==> src/note_voice_allocator_unit_assert.svh <==
// assertion macros for the note voice allocator
// depends on nothing; taken in by note_voice_allocator_unit.sv, the rtl file that asserts
`ifndef NOTE_VOICE_ALLOCATOR_UNIT_ASSERT_SVH
`define NOTE_VOICE_ALLOCATOR_UNIT_ASSERT_SVH

// clocked check, switched off while reset is held
`define NVA_ASSERT(lbl, clk, rst_n, prop, msg) \
    lbl: assert property (@(posedge clk) disable iff (!rst_n) prop) else $error(msg);

// clocked check that also holds during reset
`define NVA_ASSERT_ALWAYS(lbl, clk, prop, msg) \
    lbl: assert property (@(posedge clk) prop) else $error(msg);

`endif

==> src/nva_pkg.sv <==
// shared types and constants of the note voice allocator
// no dependencies
`default_nettype none

package nva_pkg;

    // default number of voices
    localparam int VOICES_DEFAULT = 4;

    // gap clamping
    localparam logic [15:0] GAP_LIMIT   = 16'h00FF;
    localparam logic [15:0] GAP_CLAMPED = 16'h001F;

    // configuration register indexes
    localparam int CFG_IDX_W = 2;
    localparam int CFG_DATA_W = 7;
    localparam logic [CFG_IDX_W-1:0] REG_VOICE_COUNT    = 2'd0;
    localparam logic [CFG_IDX_W-1:0] REG_NOTEOFF_ENABLE = 2'd1;
    localparam logic [CFG_IDX_W-1:0] REG_MIN_VELOCITY   = 2'd2;

    // configuration reset values
    localparam logic [2:0] VOICE_COUNT_RST    = 3'd2;
    localparam logic       NOTEOFF_ENABLE_RST = 1'b1;
    localparam logic [6:0] MIN_VELOCITY_RST   = 7'd1;

    // incoming note event
    typedef struct packed {
        logic [15:0] delay_ticks;
        logic [7:0]  note_number;
        logic [3:0]  source_channel;
        logic [6:0]  velocity;
    } t_nva_in;

    // voice start or release record
    typedef struct packed {
        logic [8:0] delay_code;
        logic [7:0] out_note;
        logic [1:0] voice_index;
    } t_nva_out;

endpackage

`default_nettype wire

==> src/note_voice_allocator_unit.sv <==
// Note voice allocator: takes one note event per clock and gives at most one voice
// start or release record for it. An event is registered on entry, matched against
// all voices and assigned by compare and priority logic, and the record lands in an
// output register behind the input register; a new event is taken every cycle while
// the output side keeps up. Events that give no record leave nothing in the output
// register and never stall the input.
// Depends on nva_pkg and note_voice_allocator_unit_assert.svh.
`default_nettype none

`include "note_voice_allocator_unit_assert.svh"

module note_voice_allocator_unit #(
    parameter int VOICES = nva_pkg::VOICES_DEFAULT
) (
    input  wire logic                           i_clk,
    input  wire logic                           i_rst_n,
    // configuration writes
    input  wire logic                           i_cfg_we,
    input  wire logic [nva_pkg::CFG_IDX_W-1:0]  i_cfg_index,
    input  wire logic [nva_pkg::CFG_DATA_W-1:0] i_cfg_wdata,
    // event requests
    input  wire logic                           i_in_valid,
    output logic                                o_in_ready,
    input  wire nva_pkg::t_nva_in               i_in_req,
    // voice records
    output logic                                o_out_valid,
    input  wire logic                           i_out_ready,
    output nva_pkg::t_nva_out                   o_out_req
);

    localparam int VW = (VOICES > 1) ? $clog2(VOICES) : 1;
    localparam int CW = $clog2(VOICES + 1);
    localparam int PW = 2 * CW;

    // configuration registers
    logic [2:0] r_voice_count;
    logic       r_noteoff_en;
    logic [6:0] r_min_vel;

    // voice state
    logic [7:0]    r_voice_note [VOICES];
    logic [3:0]    r_voice_src  [VOICES];
    logic [VW-1:0] r_rr_ptr;

    // input and output stages
    logic              r_in_valid;
    nva_pkg::t_nva_in  r_in;
    logic              r_out_valid;
    nva_pkg::t_nva_out r_out;

    // stage logic
    logic              hit_found;
    logic [VW-1:0]     hit_idx;
    logic              free_found;
    logic [VW-1:0]     free_idx;
    logic [VW-1:0]     pick;
    logic              do_release;
    logic              do_start;
    logic              has_result;
    logic              s1_advance;
    logic              s1_fire;
    logic [CW-1:0]     eff_count;
    logic [CW-1:0]     ptr_raw;
    logic [CW-1:0]     ptr_rem;
    logic [PW-1:0]     prod;
    logic [15:0]       gap;
    logic [VW-1:0]     n_rr_ptr;
    nva_pkg::t_nva_out n_out;

    // configuration write port
    always_ff @(posedge i_clk) begin
        if (!i_rst_n) begin
            r_voice_count <= nva_pkg::VOICE_COUNT_RST;
            r_noteoff_en  <= nva_pkg::NOTEOFF_ENABLE_RST;
            r_min_vel     <= nva_pkg::MIN_VELOCITY_RST;
        end else if (i_cfg_we) begin
            case (i_cfg_index)
                nva_pkg::REG_VOICE_COUNT:    r_voice_count <= i_cfg_wdata[2:0];
                nva_pkg::REG_NOTEOFF_ENABLE: r_noteoff_en  <= i_cfg_wdata[0];
                nva_pkg::REG_MIN_VELOCITY:   r_min_vel     <= i_cfg_wdata;
                default: ;
            endcase
        end
    end

    // match search: highest matching voice, lowest free voice
    always_comb begin
        hit_found  = 1'b0;
        hit_idx    = '0;
        free_found = 1'b0;
        free_idx   = '0;
        for (int c = 0; c < VOICES; c++) begin
            if (r_in.note_number != 8'd0 && r_voice_note[c] == r_in.note_number
                    && r_voice_src[c] == r_in.source_channel) begin
                hit_found = 1'b1;
                hit_idx   = VW'(c);
            end
        end
        for (int c = VOICES - 1; c >= 0; c--) begin
            if (r_voice_note[c] == 8'd0) begin
                free_found = 1'b1;
                free_idx   = VW'(c);
            end
        end
    end

    // decision for the registered event
    always_comb begin
        do_release = r_noteoff_en && hit_found && (r_in.velocity < r_min_vel);
        do_start   = !hit_found && (r_in.velocity >= r_min_vel)
                     && (r_in.note_number != 8'd0);
        has_result = do_release || do_start;
        pick       = free_found ? free_idx : r_rr_ptr;
    end

    // round-robin pointer: (pick + 1) modulo the clamped voice count
    always_comb begin
        if (r_voice_count == 3'd0) begin
            eff_count = CW'(1);
        end else if (int'(r_voice_count) > VOICES) begin
            eff_count = CW'(VOICES);
        end else begin
            eff_count = CW'(r_voice_count);
        end
        ptr_raw = CW'(pick) + CW'(1);
        ptr_rem = ptr_raw;
        prod    = '0;
        for (int q = 1; q <= VOICES; q++) begin
            prod = PW'(q) * PW'(eff_count);
            if (prod <= PW'(ptr_raw)) begin
                ptr_rem = CW'(PW'(ptr_raw) - prod);
            end
        end
        n_rr_ptr = VW'(ptr_rem);
    end

    // result record
    always_comb begin
        gap = (r_in.delay_ticks > nva_pkg::GAP_LIMIT) ? nva_pkg::GAP_CLAMPED
                                                      : r_in.delay_ticks;
        n_out.delay_code  = 9'(gap) + 9'd1;
        n_out.out_note    = do_start ? r_in.note_number : 8'd0;
        n_out.voice_index = do_start ? 2'(pick) : 2'(hit_idx);
    end

    // handshake
    always_comb begin
        s1_advance = !r_out_valid || i_out_ready || !has_result;
        s1_fire    = r_in_valid && s1_advance;
        o_in_ready = !r_in_valid || s1_advance;
    end

    // stage valids
    always_ff @(posedge i_clk) begin
        if (!i_rst_n) begin
            r_in_valid  <= 1'b0;
            r_out_valid <= 1'b0;
        end else begin
            if (o_in_ready) begin
                r_in_valid <= i_in_valid;
            end
            if (s1_fire && has_result) begin
                r_out_valid <= 1'b1;
            end else if (i_out_ready) begin
                r_out_valid <= 1'b0;
            end
        end
    end

    // stage payloads
    always_ff @(posedge i_clk) begin
        if (o_in_ready && i_in_valid) begin
            r_in <= i_in_req;
        end
        if (s1_fire && has_result) begin
            r_out <= n_out;
        end
    end

    // voice table and pointer update
    always_ff @(posedge i_clk) begin
        if (!i_rst_n) begin
            for (int c = 0; c < VOICES; c++) begin
                r_voice_note[c] <= 8'd0;
                r_voice_src[c]  <= 4'd0;
            end
            r_rr_ptr <= '0;
        end else if (s1_fire) begin
            if (do_release) begin
                r_voice_note[hit_idx] <= 8'd0;
            end else if (do_start) begin
                r_voice_note[pick] <= r_in.note_number;
                r_voice_src[pick]  <= r_in.source_channel;
                r_rr_ptr           <= n_rr_ptr;
            end
        end
    end

    assign o_out_valid = r_out_valid;
    assign o_out_req   = r_out;

    // checks
    `NVA_ASSERT(a_ptr_in_range, i_clk, i_rst_n,
        (int'(r_rr_ptr) < VOICES), "pointer past last voice")
    `NVA_ASSERT(a_ready_when_empty, i_clk, i_rst_n,
        (!r_out_valid |-> o_in_ready), "input stalled with empty output")
    `NVA_ASSERT(a_release_clears, i_clk, i_rst_n,
        (s1_fire && do_release |=> r_voice_note[$past(hit_idx)] == 8'd0),
        "released voice still holds a note")
    `NVA_ASSERT(a_start_loads, i_clk, i_rst_n,
        (s1_fire && do_start |=> r_voice_note[$past(pick)] == $past(r_in.note_number)),
        "started voice lacks its note")
    `NVA_ASSERT(a_code_nonzero, i_clk, i_rst_n,
        (r_out_valid |-> r_out.delay_code != 9'd0), "delay code of zero")

endmodule

`default_nettype wire

==> config.mk <==
export PLATFORM = sky130hd
export DESIGN_NAME = note_voice_allocator_unit
export DESIGN_NICKNAME = d
export VERILOG_FILES = /design/src/nva_pkg.sv /design/src/note_voice_allocator_unit.sv
export VERILOG_INCLUDE_DIRS = /design/src /design/src/src
export SDC_FILE = /design/constraint.sdc
export NUM_CORES = 1
export LEC_CHECK = 0
export BUFFER_PORTS_ARGS = -buffer_cell sky130_fd_sc_hd__buf_2
export CORE_MARGIN = 2
export CORE_UTILIZATION = 40
export DETAILED_ROUTE_END_ITERATION = 8
export SYNTH_ARGS = -nofsm -noshare
export SYNTH_HDL_FRONTEND = slang
export SYNTH_SLANG_ARGS = --single-unit
==> constraint.sdc <==
create_clock -name i_clk -period 5.2 [get_ports i_clk]
set_input_delay 0.52 -clock i_clk [delete_from_list [all_inputs] [get_ports i_clk]]
set_output_delay 0.52 -clock i_clk [all_outputs]
set_load 0.03 [all_outputs]
### Word level (Yosys, flattened, before mapping)

Memory sizes are Yosys's and may differ from the RTL's.
Cells that the tools add are included.

| cells by class | value |
|---|---|
| add/subtract/negate cells | 6 |
| multipliers | 1 |
| divide/modulo/power cells | 0 |
| order comparisons | 8 |
| equality and inequality tests | 10 |
| shift operators | 0 |
| mux-type cells | 45 |
| bitwise gates (word level) | 1 |
| reductions and logical operators | 38 |

Operators with widths:

| cell | number |
|---|---|
| equality test 8 bit | 4 |
| zero test 8 bit | 4 |
| two-way mux 2 bit | 15 |
| two-way mux 1 bit | 24 |
| equality test 4 bit | 4 |
| greater-than comparator 16 x 8 -> 1 bit (second input constant) | 1 |
| two-way mux 8 bit | 2 |
| OR reduction 8 bit | 2 |
| logical AND 1 bit | 15 |
| <= comparator 5 x 3 -> 1 bit | 2 |
| adder 9 x 1 -> 9 bit (second input constant) | 1 |
| two-way mux 9 bit | 1 |
| nonzero test 8 bit | 1 |
| greater-or-equal comparator 7 bit | 1 |
| < comparator 7 bit | 1 |
| two-way mux 3 bit | 2 |
| AND reduction 2 bit | 3 |
| subtractor 2 bit | 3 |
| multiplier 2 x 3 -> 5 bit (first input constant) | 1 |
| <= comparator 4 x 3 -> 1 bit | 1 |
| zero test 1 bit | 4 |
| logical OR 1 bit | 4 |
| two-way mux 4 bit | 1 |
| OR reduction 4 bit | 1 |
| other kinds (11) | 11 |

| storage, ports and cells | value |
|---|---|
| register bits after elaboration | 69 |
| bits in latches | 0 |
| memory bits (writable) | 48 |
| ROM bits | 0 |
| input port bits | 49 |
| output and inout port bits | 21 |
| logic and storage cells | 124 |
| memories | 2 |

Memory list:

| memory | words | bits a word | rd ports | clocked after memory_dff | wr ports | RTL line | text |
|---|---|---|---|---|---|---|---|
| r_voice_note | 4 | 8 | 4 | 0 | 4 | note_voice_allocator_unit.sv:41 | `logic [7:0] r_voice_note [VOICES];` |
| r_voice_src | 4 | 4 | 4 | 0 | 4 | note_voice_allocator_unit.sv:42 | `logic [3:0] r_voice_src [VOICES];` |

### Depth between registers and ports, before layout

An unclocked memory read counts as a cell.

| logic depth | value |
|---|---|
| word-level depth | 21 |
| depth in mapped cells | 14 |
| depth with buffers taken out | 14 |

### Worst setup path before layout

No wires, ideal clock.

| path | value |
|---|---|
| path kind | register -> register |
| start point | register r_in[16] (netlist bit) |
| end point | register r_in[0] (netlist bit) (enable) |
| setup time | 0.481 ns |
| arrival | 4.330 ns |
| required time | 4.719 ns |
| setup slack | 0.389 ns |
| stages on the path, launching flop included | 9 |
| buffers on the path | 2 |
| clock period less this slack | 4.811 ns |
| cells stage by stage | edfxtp_1 -> buf_4 -> or4_1 -> nor2_2 -> nor2_1 -> clkbuf_1 -> nand2_1 -> a21boi_1 -> a21boi_0 |

| on the way | value |
|---|---|
| word-level cells in the longest chain between the ends | 15 |
| elaborated cells on any way between the ends | 27 |
| classes of those cells | 4 x eq/ne; 4 x mux; 19 x reduce/logical |

Ends and longest elaborated chain:

| what | RTL line | text |
|---|---|---|
| start, declared | note_voice_allocator_unit.sv:47 | `nva_pkg::t_nva_in r_in;` |
| start signal, assigned | note_voice_allocator_unit.sv:173 | `r_in <= i_in_req;` |
| equality test 8 bit / nonzero test 8 bit (equally long branches) | note_voice_allocator_unit.sv:93, note_voice_allocator_unit.sv:111 |  |
| logical AND 1 bit | note_voice_allocator_unit.sv:93 | `if (r_in.note_number != 8'd0 && r_voice_note[c] == r_in.note_number` |
| logical AND 1 bit | note_voice_allocator_unit.sv:94 | `&& r_voice_src[c] == r_in.source_channel) begin` |
| two-way mux 1 bit (4 in series) | note_voice_allocator_unit.sv:93 |  |
| zero test 1 bit | note_voice_allocator_unit.sv:110 | `do_start = !hit_found && (r_in.velocity >= r_min_vel)` |
| logical AND 1 bit | note_voice_allocator_unit.sv:110 |  |
| logical AND 1 bit | note_voice_allocator_unit.sv:111 | `&& (r_in.note_number != 8'd0);` |
| logical OR 1 bit (*) | note_voice_allocator_unit.sv:112 | `has_result = do_release \|\| do_start;` |
| zero test 1 bit (*) | note_voice_allocator_unit.sv:148 | `s1_advance = !r_out_valid \|\| i_out_ready \|\| !has_result;` |
| logical OR 1 bit (*) | note_voice_allocator_unit.sv:148 |  |
| logical OR 1 bit (*) | note_voice_allocator_unit.sv:150 | `o_in_ready = !r_in_valid \|\| s1_advance;` |
| logical AND 1 bit (*) | note_voice_allocator_unit.sv:172 | `if (o_in_ready && i_in_valid) begin` |

Every way passes the cells marked *; elsewhere a longest branch is shown, timed or not.
A chain may end at the register's enable or synchronous reset.

==> flow_summary.ini <==
[cts]
clock-sinks = 117
cts_tree = yes
insertion_delay_ns = 0.41
numCtsBuffers = 17
cts_root_buf = clkbuf_16
postCtsSetupBuffers = 0
postCtsResizedCells = 0
clockBufferDepth = 2
ctsHoldBuffers = 0
cts-htree-levels = 4
clk_pin_slew_ns = 0.06

[global_route]
grt_use_total = 0.172
gr-total-overflow = 0
grt_max_degree = 36
grt_pass1_vias = 3892
antenna_found_initial = 0
grt_pass1_wl_um = 20700

[worst_setup_path]
critPathLaunchType = flip-flop
critPathArrivalTime_ns = 4.52
crit_top_cell = ha_1
crit_family = compound AO/OA/AOI/OAI gates
cp.required_ns = 5.52
end_kind = flip-flop
cp_num_buf_inv = 1
critPathMaxFanout = 10
cp_slowest_cell = o31ai_2
worstSetupPathType = flip-flop to flip-flop
crit_chain = nor4_1 -> a21oi_1 -> o31ai_2 -> ha_1 -> inv_1 -> ha_1 -> a211oi_1 -> o22a_1 -> and3b_1 -> a2111oi_1 -> nand4bb_1 -> o311ai_1
critPathMaxStageDelay_ns = 0.67

[yosys]
netlist_instances = 482
ys_warn_count = 0
synth_edf_count = 102
syn-num-nets = 551
synth.avg_cell_area_um2 = 12.3
ys.flop_type = edfxtp_1
synth_cell_types = 61
synthArstFlopShare = 0
ys_seq_elements = 117
synth_area_um2 = 5910
seq_area_frac_synth = 0.569

[pwr]
p_total_mw = 2.75
leakage_nw = 2.74
p_per_area_nw_per_um2 = 390
ir_drop_v = 0.000235

[sta]
final.min_clock_period_ns = 4.21
setup_tns_ns = 0
fmax_mhz = 238
post-route-period-util = 0.809
worstMarginPinSlew_ns = 1.17
hold_viol = 0
finClkSkew_ns = 0.00405
rsz0062_at_grt = false
slew_headroom = 0.217
finalSetupViolCount = 0
whs_ns = 0.280
maxSlewViolCount = 0

[routing]
vias_per_cell = 5.24
wl_per_cell_um = 17.5
dr.pass1.iters = 5
ant_nets = 0
drc = 0
drt_iter0_drc = 305
num_vias = 3917
drt-total-wl_um = 13100

[layout]
layout_commonest_cell = edfxtp_1
fin_util = 0.488
syn_to_final_growth_pct = 19.5
layout_common_cells = edfxtp_1, buf_2, and2_1
final_area_um2 = 7060
num_antenna_cells = 0
drive_gt1_frac = 0.215
layout.nets = 619
fillers = 1275

[floorplanning]
io_pins = 70
initial_core_util = 0.408
core_area_um2 = 14500
die_area_um2 = 15800
rows = 44
die_width_um = 126
die_y_um = 126

[flow_run]
drv_cap = 0

[placed_design]
gp_congestion = 0.826
dpl.hpwl_um = 9660
io_buffers = 69
dpl-instance-area_um2 = 6380

[worst_hold_path]
hp-class = input pin to flip-flop

[outcome]
status = complete, no violations
report_power, final:
group          total (mW)  switching, mW  internal (mW)  leakage, nW
Sequential           1.12         0.0407           1.08         1.15
Clock                1.33          0.429          0.901        0.312
Combinational       0.308          0.179          0.129         1.28
flip-flops by register name (all words and copies together), names as in the netlist:
| name | count |
|---|---|
| r_in | 35 |
| r_voice_note | 32 |
| o_out_req | 19 |
| r_voice_src | 16 |
| r_min_vel | 7 |
| r_voice_count | 3 |
| r_rr_ptr | 2 |
| o_out_valid | 1 |
| r_in_valid | 1 |
| r_noteoff_en | 1 |
final cells by class:
type                    instances  area (um2)  share of cell area
flip-flops and latches        117        3360               0.476
inverters                      18        67.6             0.00957
clock inverters                15         253              0.0358
clock buffers                  17         425              0.0602
well taps                     184         230              0.0326
multi-input cells             325        2360               0.335
repair buffers                 71         360              0.0510
cell families (layout without fill, tap and decap cells):
logic type               count (synthesis)  in the layout  share of synthesized area
AO/OA/AOI/OAI                           52             52                     0.0699
XOR/XNOR                                56             56                     0.0830
adder cells (fa/ha/maj)                 20             20                     0.0424
buffers and inverters                   40            121                     0.0332
flip-flops                             117            117                      0.569
multiplexers                            12             12                     0.0203
AND/OR/NAND/NOR                        185            185                      0.182
cell usage after synthesis, drive strengths merged, types with 2 or more instances:
cell | instances | share of area
nand2 | 19 | 0.012
nand2b | 8 | 0.0085
a21oi | 9 | 0.0076
xor2 | 17 | 0.025
o31ai | 4 | 0.0059
or4 | 7 | 0.0089
clkbuf | 9 | 0.0057
ha | 20 | 0.042
nor2 | 20 | 0.014
buf | 13 | 0.016
xnor2 | 39 | 0.058
o21ai | 6 | 0.0051
and3 | 16 | 0.018
nor4 | 12 | 0.013
nand3b | 2 | 0.0025
o311ai | 2 | 0.0042
o21bai | 2 | 0.0025
a22o | 2 | 0.0030
nor2b | 12 | 0.013
and2 | 47 | 0.050
o211ai | 5 | 0.0064
nand3 | 13 | 0.011
inv | 18 | 0.011
or2 | 5 | 0.0053
dfxtp | 15 | 0.051
a31oi | 2 | 0.0021
a21boi | 2 | 0.0025
nor3b | 2 | 0.0025
edfxtp | 102 | 0.52
a211oi | 3 | 0.0068
o21a | 4 | 0.0051
nand4 | 10 | 0.011
mux2i | 12 | 0.020
nor3 | 7 | 0.0059
stage by stage:
| stage | cells | worst slack [ns] |
|---|---|---|
| floorplan | 482 | 0.389 |
| global placement | 715 | 1.22 |
| detailed placement | 715 | 1.05 |
| CTS | 747 | 1.03 |
| global route | 747 | 0.654 |
| finish | 747 | 0.993 |
metal layers:
metal | wire length, um | GRT usage
met5 | 0 | 0
met4 | 231 | 0.0673
met3 | 608 | 0.0364
met2 | 6150 | 0.271
met1 | 6080 | 0.234
path summary, 6_finish.rpt:
check | from | to | depth (start not counted) | slack [ns]
worst max-delay path | r_voice_note[3][1]$_DFFE_PP_ | r_rr_ptr[0]$_SDFFE_PN0P_ | 12 | 0.99
worst max register to register | r_voice_note[3][1]$_DFFE_PP_ | r_rr_ptr[0]$_SDFFE_PN0P_ | 12 | 0.99
worst min-delay path | i_in_req[21] | r_in[21]$_DFFE_PP_ | 1 | 0.28
worst min register to register | r_noteoff_en$_SDFFE_PN1P_ | r_noteoff_en$_SDFFE_PN1P_ | 2 | 0.50
Power figures use the tool's default switching activity.
